`src/hfbs_pkg.sv`:
```
package hfbs_pkg;

	localparam logic [1:0] FUNC_FLAG = 2'd0;
	localparam logic [1:0] FUNC_DATA = 2'd1;
	localparam logic [1:0] FUNC_EOF  = 2'd2;

	localparam logic [7:0]  FLAG_BYTE = 8'h7E;
	localparam logic [15:0] CRC_POLY  = 16'h8408;
	localparam logic [15:0] CRC_INIT  = 16'hFFFF;
	localparam logic [2:0]  STUFF_RUN = 3'd5;
	localparam logic [2:0]  ONES_MAX  = 3'd7;

	localparam int QDEPTH = 2;
	localparam int QPTR_W = (QDEPTH > 1) ? $clog2(QDEPTH) : 1;
	localparam int QCNT_W = $clog2(QDEPTH + 1);

	typedef struct packed {
		logic [1:0] func;
		logic [7:0] data_byte;
	} in_item_t;

	typedef struct packed {
		logic line_bit;
		logic last_bit;
	} out_item_t;

	typedef enum logic [1:0] {
		CMD_FLAG,
		CMD_DATA,
		CMD_EOF
	} cmd_kind_t;

	typedef struct packed {
		cmd_kind_t  kind;
		logic [7:0] data;
	} cmd_t;

	typedef struct packed {
		logic vld;
		cmd_t cmd;
	} q_head_t;

endpackage

```
`src/hdlc_frame_bit_serializer_core.sv`:
```
// HDLC frame serializer: each item (flag, payload byte or end of frame) becomes line bits,
// LSB first, one bit per cycle on the result channel while it is not stalled. A flag gives
// 8 line bits, a payload byte 8 to 10 bits depending on inserted zeros, and an end of frame
// 24 to 28 bits (inverted CRC low and high byte, then the closing flag). The bit serializer
// produces one line bit per cycle into the output register unless the result channel
// stalls. Items wait in a two-entry command queue, so new items are taken while bits are
// still being sent; an unused function code is dropped without results. The CRC is taken
// when the end of frame item reaches the serializer, after all earlier bytes have been sent.
module hdlc_frame_bit_serializer_core (
	input  logic                clk,
	input  logic                arst_n,
	input  logic                item_valid,
	output logic                item_stall,
	input  hfbs_pkg::in_item_t  item,
	output logic                result_valid,
	input  logic                result_stall,
	output hfbs_pkg::out_item_t result
);

	hfbs_pkg::q_head_t head;
	logic              pop;

	hfbs_front u_front (
		.clk        (clk),
		.arst_n     (arst_n),
		.item_valid (item_valid),
		.item_stall (item_stall),
		.item       (item),
		.head       (head),
		.pop        (pop)
	);

	hfbs_back u_back (
		.clk          (clk),
		.arst_n       (arst_n),
		.head         (head),
		.pop          (pop),
		.result_valid (result_valid),
		.result_stall (result_stall),
		.result       (result)
	);

endmodule

```
`src/hfbs_front.sv`:
```
module hfbs_front (
	input  logic               clk,
	input  logic               arst_n,
	input  logic               item_valid,
	output logic               item_stall,
	input  hfbs_pkg::in_item_t item,
	output hfbs_pkg::q_head_t  head,
	input  logic               pop
);

	hfbs_pkg::cmd_t                  mem_q [hfbs_pkg::QDEPTH];
	logic [hfbs_pkg::QPTR_W-1:0]     wr_ptr_q;
	logic [hfbs_pkg::QPTR_W-1:0]     rd_ptr_q;
	logic [hfbs_pkg::QCNT_W-1:0]     cnt_q;
	hfbs_pkg::cmd_t                  cls;
	logic                            cls_ok;
	logic                            push;
	logic                            do_pop;

	always_comb begin
		cls.data = item.data_byte;
		cls_ok   = 1'b1;
		case (item.func)
			hfbs_pkg::FUNC_FLAG: cls.kind = hfbs_pkg::CMD_FLAG;
			hfbs_pkg::FUNC_DATA: cls.kind = hfbs_pkg::CMD_DATA;
			hfbs_pkg::FUNC_EOF:  cls.kind = hfbs_pkg::CMD_EOF;
			default: begin
				cls.kind = hfbs_pkg::CMD_FLAG;
				cls_ok   = 1'b0;
			end
		endcase
	end

	assign item_stall = (cnt_q == hfbs_pkg::QCNT_W'(hfbs_pkg::QDEPTH));
	assign push       = item_valid && !item_stall && cls_ok;
	assign do_pop     = pop && (cnt_q != '0);

	assign head.vld = (cnt_q != '0);
	assign head.cmd = mem_q[rd_ptr_q];

	always_ff @(posedge clk) begin
		if (push) begin
			mem_q[wr_ptr_q] <= cls;
		end
	end

	always_ff @(posedge clk or negedge arst_n) begin
		if (!arst_n) begin
			wr_ptr_q <= '0;
			rd_ptr_q <= '0;
			cnt_q    <= '0;
		end else begin
			if (push) begin
				wr_ptr_q <= (wr_ptr_q == hfbs_pkg::QPTR_W'(hfbs_pkg::QDEPTH - 1)) ?
					'0 : wr_ptr_q + 1'b1;
			end
			if (do_pop) begin
				rd_ptr_q <= (rd_ptr_q == hfbs_pkg::QPTR_W'(hfbs_pkg::QDEPTH - 1)) ?
					'0 : rd_ptr_q + 1'b1;
			end
			if (push && !do_pop) begin
				cnt_q <= cnt_q + 1'b1;
			end else if (!push && do_pop) begin
				cnt_q <= cnt_q - 1'b1;
			end
		end
	end

endmodule

```
`src/hfbs_back.sv`:
```
module hfbs_back (
	input  logic                clk,
	input  logic                arst_n,
	input  hfbs_pkg::q_head_t   head,
	output logic                pop,
	output logic                result_valid,
	input  logic                result_stall,
	output hfbs_pkg::out_item_t result
);

	typedef enum logic [1:0] {
		SEG_DATA,
		SEG_FCS_LO,
		SEG_FCS_HI,
		SEG_FLAG
	} seg_t;

	logic        busy_q;
	logic [7:0]  sh_q;
	logic [2:0]  cnt_q;
	logic        stf_q;
	logic        pend_q;
	logic        fin_q;
	seg_t        seg_q;
	logic [7:0]  hi_q;
	logic [15:0] crc_q;
	logic [2:0]  ones_q;
	logic        res_vld_q;
	hfbs_pkg::out_item_t res_q;

	logic [15:0] fcs;
	logic [7:0]  c_sh;
	logic [2:0]  c_cnt;
	logic        c_stf;
	logic        c_pend;
	logic        c_fin;
	seg_t        c_seg;
	logic [7:0]  c_hi;
	logic        c_vld;
	logic        can_load;
	logic        go;

	logic [7:0]  n_sh;
	logic [2:0]  n_cnt;
	logic        n_stf;
	logic        n_pend;
	logic        n_fin;
	seg_t        n_seg;
	logic        n_busy;
	logic [15:0] n_crc;
	logic [2:0]  n_ones;
	logic [2:0]  ones_inc;
	logic        bit_o;
	logic        last_o;
	logic        stuff;
	logic        seg_end;

	assign fcs = crc_q ^ hfbs_pkg::CRC_INIT;

	always_comb begin
		if (busy_q) begin
			c_sh   = sh_q;
			c_cnt  = cnt_q;
			c_stf  = stf_q;
			c_pend = pend_q;
			c_fin  = fin_q;
			c_seg  = seg_q;
			c_hi   = hi_q;
		end else begin
			c_cnt  = 3'd7;
			c_pend = 1'b0;
			c_fin  = 1'b0;
			c_hi   = fcs[15:8];
			case (head.cmd.kind)
				hfbs_pkg::CMD_DATA: begin
					c_sh  = head.cmd.data;
					c_stf = 1'b1;
					c_seg = SEG_DATA;
				end
				hfbs_pkg::CMD_EOF: begin
					c_sh  = fcs[7:0];
					c_stf = 1'b1;
					c_seg = SEG_FCS_LO;
				end
				default: begin
					c_sh  = hfbs_pkg::FLAG_BYTE;
					c_stf = 1'b0;
					c_seg = SEG_FLAG;
				end
			endcase
		end
	end

	assign c_vld    = busy_q || head.vld;
	assign can_load = !res_vld_q || !result_stall;
	assign go       = c_vld && can_load;
	assign pop      = go && !busy_q;

	always_comb begin
		n_sh     = c_sh >> 1;
		n_cnt    = c_cnt - 3'd1;
		n_stf    = c_stf;
		n_pend   = 1'b0;
		n_fin    = 1'b0;
		n_seg    = c_seg;
		n_busy   = 1'b1;
		n_crc    = crc_q;
		n_ones   = ones_q;
		ones_inc = (ones_q < hfbs_pkg::ONES_MAX) ? ones_q + 3'd1 : ones_q;
		bit_o    = 1'b0;
		last_o   = 1'b0;
		stuff    = 1'b0;
		seg_end  = 1'b0;

		if (c_pend) begin
			n_sh    = c_sh;
			n_cnt   = c_cnt;
			n_ones  = '0;
			seg_end = c_fin;
		end else begin
			bit_o = c_sh[0];
			if (c_stf) begin
				n_crc = (crc_q >> 1) ^ ((crc_q[0] != c_sh[0]) ? hfbs_pkg::CRC_POLY : 16'h0000);
			end else if (c_seg == SEG_FLAG) begin
				n_crc = hfbs_pkg::CRC_INIT;
			end
			n_ones = c_sh[0] ? ones_inc : 3'd0;
			stuff  = c_stf && c_sh[0] && (ones_inc == hfbs_pkg::STUFF_RUN);
			if (stuff) begin
				n_ones = '0;
				n_pend = 1'b1;
				n_fin  = (c_cnt == 3'd0);
			end
			seg_end = (c_cnt == 3'd0) && !stuff;
		end

		if (seg_end) begin
			case (c_seg)
				SEG_FCS_LO: begin
					n_sh  = c_hi;
					n_cnt = 3'd7;
					n_stf = 1'b1;
					n_seg = SEG_FCS_HI;
				end
				SEG_FCS_HI: begin
					n_sh  = hfbs_pkg::FLAG_BYTE;
					n_cnt = 3'd7;
					n_stf = 1'b0;
					n_seg = SEG_FLAG;
				end
				default: begin
					n_busy = 1'b0;
					last_o = 1'b1;
				end
			endcase
		end
	end

	always_ff @(posedge clk or negedge arst_n) begin
		if (!arst_n) begin
			busy_q    <= 1'b0;
			crc_q     <= hfbs_pkg::CRC_INIT;
			ones_q    <= '0;
			res_vld_q <= 1'b0;
		end else begin
			if (go) begin
				busy_q    <= n_busy;
				crc_q     <= n_crc;
				ones_q    <= n_ones;
				res_vld_q <= 1'b1;
			end else if (!result_stall) begin
				res_vld_q <= 1'b0;
			end
		end
	end

	always_ff @(posedge clk) begin
		if (go) begin
			sh_q           <= n_sh;
			cnt_q          <= n_cnt;
			stf_q          <= n_stf;
			pend_q         <= n_pend;
			fin_q          <= n_fin;
			seg_q          <= n_seg;
			hi_q           <= c_hi;
			res_q.line_bit <= bit_o;
			res_q.last_bit <= last_o;
		end
	end

	assign result_valid = res_vld_q;
	assign result       = res_q;

endmodule

```
`config.mk`:
```
export PLATFORM = sky130hd
export DESIGN_NAME = hdlc_frame_bit_serializer_core
export DESIGN_NICKNAME = d
export VERILOG_FILES = /design/src/hfbs_pkg.sv /design/src/hdlc_frame_bit_serializer_core.sv /design/src/hfbs_front.sv /design/src/hfbs_back.sv
export SDC_FILE = /design/constraint.sdc
export NUM_CORES = 1
export LEC_CHECK = 0
export ABC_AREA = 1
export BUFFER_PORTS_ARGS = -buffer_cell sky130_fd_sc_hd__buf_2
export CORE_ASPECT_RATIO = 1.75
export CORE_MARGIN = 1
export CORE_UTILIZATION = 60
export CTS_CLUSTER_DIAMETER = 200
export DETAILED_ROUTE_END_ITERATION = 8
export PLACE_DENSITY = 0.85
export SLEW_MARGIN = 20
export SYNTH_ARGS = -nofsm -noshare
export SYNTH_HDL_FRONTEND = slang
export SYNTH_HIERARCHICAL = 1
export SYNTH_SLANG_ARGS = --single-unit
```
`constraint.sdc`:
```
create_clock -name clk -period 6.8 [get_ports clk]
set_input_delay 1.36 -clock clk [delete_from_list [all_inputs] [get_ports clk]]
set_output_delay 1.36 -clock clk [all_outputs]
set_load 0.02 [all_outputs]
```
==> summary.md <==
| Metric | Value |
|---|---|
| Status | `finished, final reports clean` |
| Vias post-DR | `2652` |
| RSZ-0062 raised after global routing | `no` |
| Final #Nets | `~430` |
| Post-CTS Repair Setup Buffers | `0` |
| Syn_nets | `417` |
| Worst setup path class | `input port to register` |
| Synth Register Bits | `71` |
| Post-synth top area share | `a little under two fifths` |
| R2r endpoint | `u_back/sh_q[1]` |
| Pin count of the biggest net entering global routing | `32` |
| Die area | `approximately 6400 sq um` |
| Yosys Warn Count | `6` |
| Fill cells | `a little under 500` |
| Multi-input gate area | `1320 sq um` |
| Synth area leaders | `edfxtp_1 (38%), nand2_1 (14%), dfstp_2 (12%)` |
| Comb power frac | `44.0%` |
| CTS tree | `built` |
| Switching share of power | `42.5%` |
| Initial antenna violation count | `0` |
| Die Wd | `60.7 microns` |
| Max Transition Viols Final | `0` |
| Final setup fails | `0` |
| Post-Syn Area | `3620 sq um` |
| Final GP Congestion | `between 0.9 and 1` |
| TritonCTS Buffers | `9` |
| Beginning of the worst register-to-register path | `u_front/rd_ptr_q` |
| Startpoint types | `input port` |
| Slew Limit Headroom | `24.5%` |
| Cells after Synth | `392` |
| Die Ht | `105 microns` |
| Largest family of logic cells by synthesized area | `simple AND/OR/NAND/NOR gates` |
| Crit share post-route | `48.9%` |
| Leak Pwr | `1.81 nW` |
| Setup TNS | `0 ps` |
| R2r setup slk | `3630 ps` |
| Adder-cell share of the synthesized area | `3.80%` |
| Initial Utilization | `62.1%` |
| Seq pwr share | `approximately 40%` |
| Max stage delay on crit path | `950 ps` |
| Worst Path Required | `7030 ps` |
| Clock Path Buffers | `2` |
| Rows | `37` |
| Share of cells above drive strength 1 | `17.9%` |
| Period minus WS final | `3330 ps` |
| Top delay family on crit path | `buffers and inverters` |
| Sw Pwr | `approximately 0.83 mW` |
| CTS root buf | `clkbuf_8` |
| Maximum vdd drop | `approximately 0.30 mV` |
| Worst path most repeated cell | `nand2_1` |
| Reg area | `2030 sq um` |
| Synth Area in Compound Gates | `a little under a tenth` |
| Seq/Total Area, Yosys | `a little under three fifths` |
| Worst EP arrival | `about 3600 ps` |
| Post-synth top area cell | `edfxtp_1` |
| HP Class | `register to register` |
| R2R cell count | `13` |
| Fin area | `3910 sq um` |
| Via/cell ratio | `5.40` |
| Maximum clock frequency | `300 MHz` |
| Worst hold endpoint | `u_back/crc_q[11]` |
| WL/cell | `14.9 microns` |
| Worst slew pin tran | `1130 ps` |
| DRT iter0 DRCs | `roughly 110` |
| Hold buffer count at CTS | `0` |
| Crit path buffers/inverters | `4` |
| Resize count post-CTS | `0` |
| P per Cell Area | `502 nW/um^2` |
| Synthesized area per cell | `between 9 and 10 sq um` |
| DRT Pass-1 Iters | `4` |
| Hold Slack | `roughly 500 ps` |
| Post-Synth XOR/XNOR Area | `less than 1%` |
| Maxcap violations | `0` |
| Number of port buffers | `17` |
| Hold path startpoint | `u_back/crc_q[11]` |
| Yosys cell types | `31` |
| CTS sink cnt | `about 70` |
| Final wirelength | `7.32 mm` |
| Worst hold path depth | `2` |
| DRT antenna net count | `0` |
| Pint | `1.13 mW` |
| CP Cell Sequence | `buf_2 -> nand2_1 -> o21ai_2 -> clkinv_1 -> nand2_1 -> inv_1 -> nand2_2 -> ha_1 -> inv_1 -> nand3_1 -> nand2_1 -> nand2_1` |
| Clock-pin slew on the worst setup and hold paths | `70 ps` |
| Crit path max fanout | `31` |
| Critical Path Sink Type | `register` |
| Slowest-stage cell, CP | `clkinv_1` |
| Core area | `5830 sq um` |
| Power Total | `roughly 2.0 mW` |
| Clock skew | `6.15 ps` |
| Simple-Gate Fraction of Synth Area | `a little under a quarter` |
| Global-route wire length before repair | `roughly 12 mm` |
| ANT cells | `0` |
| Area Growth Syn to Fin | `7.98%` |
| H-tree levels | `3` |
| IO Pins | `18` |
| GRT overflow | `0` |
| Vias in the first global route | `2676` |
| Clock power share | `15.9%` |
| Mux cell area share after synthesis | `0%` |
| HPWL after DPL | `5.27 mm` |
| DRC Markers | `0` |
| GRT Overall Usage | `26.7%` |
| Worst skew pair latency | `approximately 350 ps` |
| Final Hold Fails | `0` |
| Post-DP Area | `~3700 sq um` |
power by group through the flow:
stage	Combinational [mW]	Clock (mW)	Sequential (mW)
after global routing	0.978	0.333	0.805
after detailed placement	0.846	0	0.790
after floorplan	0.690	0	0.766
final	0.864	0.313	0.785
after CTS	0.855	0.320	0.783
after global placement	0.818	0	0.783
stage by stage:
step                      worst slack (ps)  instances  utilization [%]
after global routing                  3290        491             67.0
after CTS                             3610        491             67.0
after floorplan                       3770        392                -
final                                 3470        491             67.0
after global placement                3340        475             63.9
after detailed placement              3230        475             63.9
layer usage:
layer,vias to the layer above,GRT usage (%),part of all wire [%]
met5,-,0,0
met4,0,23.7,7.6
met3,39,5.45,3.9
met2,78,42.7,52
met1,1215,28.1,36
li1,1320,-,-
synth_stat cells (all sizes together):
| cell type | count |
|---|---|
| a21oi | 2 |
| a22oi | 13 |
| buf | 11 |
| clkbuf | 2 |
| dfrtp | 9 |
| dfstp | 16 |
| edfxtp | 46 |
| ha | 11 |
| inv | 51 |
| nand2 | 145 |
| nand3 | 23 |
| nand4 | 6 |
| nor2 | 13 |
| nor3 | 1 |
| o211ai | 6 |
| o21ai | 31 |
| o21bai | 1 |
| o22ai | 2 |
| or2 | 1 |
| xnor2 | 2 |
worst max-delay path by stage:
stage	end	startpoint	cells past startpoint	slack, ps
2_1_floorplan	u_front/cnt_q[1]	result_stall	11	3770
3_3_place_gp	u_front/cnt_q[1]	result_stall	12	3340
3_5_place_dp	u_front/cnt_q[1]	result_stall	12	3230
4_1_cts	u_front/cnt_q[1]	result_stall	12	3610
5_1_grt	u_front/cnt_q[1]	result_stall	12	3290
6_report	u_front/cnt_q[1]	result_stall	12	3470
kinds of logic (layout without fill, tap and decap cells):
family | count (synthesis) | after routing
AO/OA/AOI/OAI | 55 | 55
adder cells (fa/ha/maj) | 11 | 11
flip-flops | 71 | 71
buffers and inverters | 64 | 85
AND/OR/NAND/NOR | 189 | 189
XOR/XNOR | 2 | 2
flip-flops by register name, summed over array words and instances (netlist names), 2 cells and up:
name / count
u_back/cnt_q: 3
u_back/crc_q: 16
u_back/hi_q: 8
u_back/ones_q: 3
u_back/result: 2
u_back/seg_q: 2
u_back/sh_q: 8
u_front/cnt_q: 2
u_front/mem_q: 20
cell usage in the layout, fill, tap and decap left out, types with 4 or more instances in the layout:
cell,netlist,routed
dfstp_2,16,16
nor2_1,8,8
a22oi_1,13,13
edfxtp_1,46,46
inv_1,45,44
dfrtp_1,9,9
nand3_1,22,22
clkinv_2,0,4
o21ai_0,26,26
nand4_1,6,6
clkbuf_8,0,9
o211ai_1,6,6
nand2_2,10,10
nand2_1,134,134
inv_2,6,6
ha_1,11,11
buf_2,6,17
worst min-delay path: stages, from the launching register on:
cell	delay, ps
dfstp_2	370
inv_1	60
a22oi_1	60
area by class of cell:
cell class              count  share of cell area [%]
inverters                  51                    4.90
clock buffers              11                    3.36
well taps                  78                    2.50
multi-input cells         257                    33.8
clock inverters             5                    1.28
flip-flops and latches     71                    51.8
repair buffers             18                    2.37
Note: power is estimated with default switching activity, not from simulation.
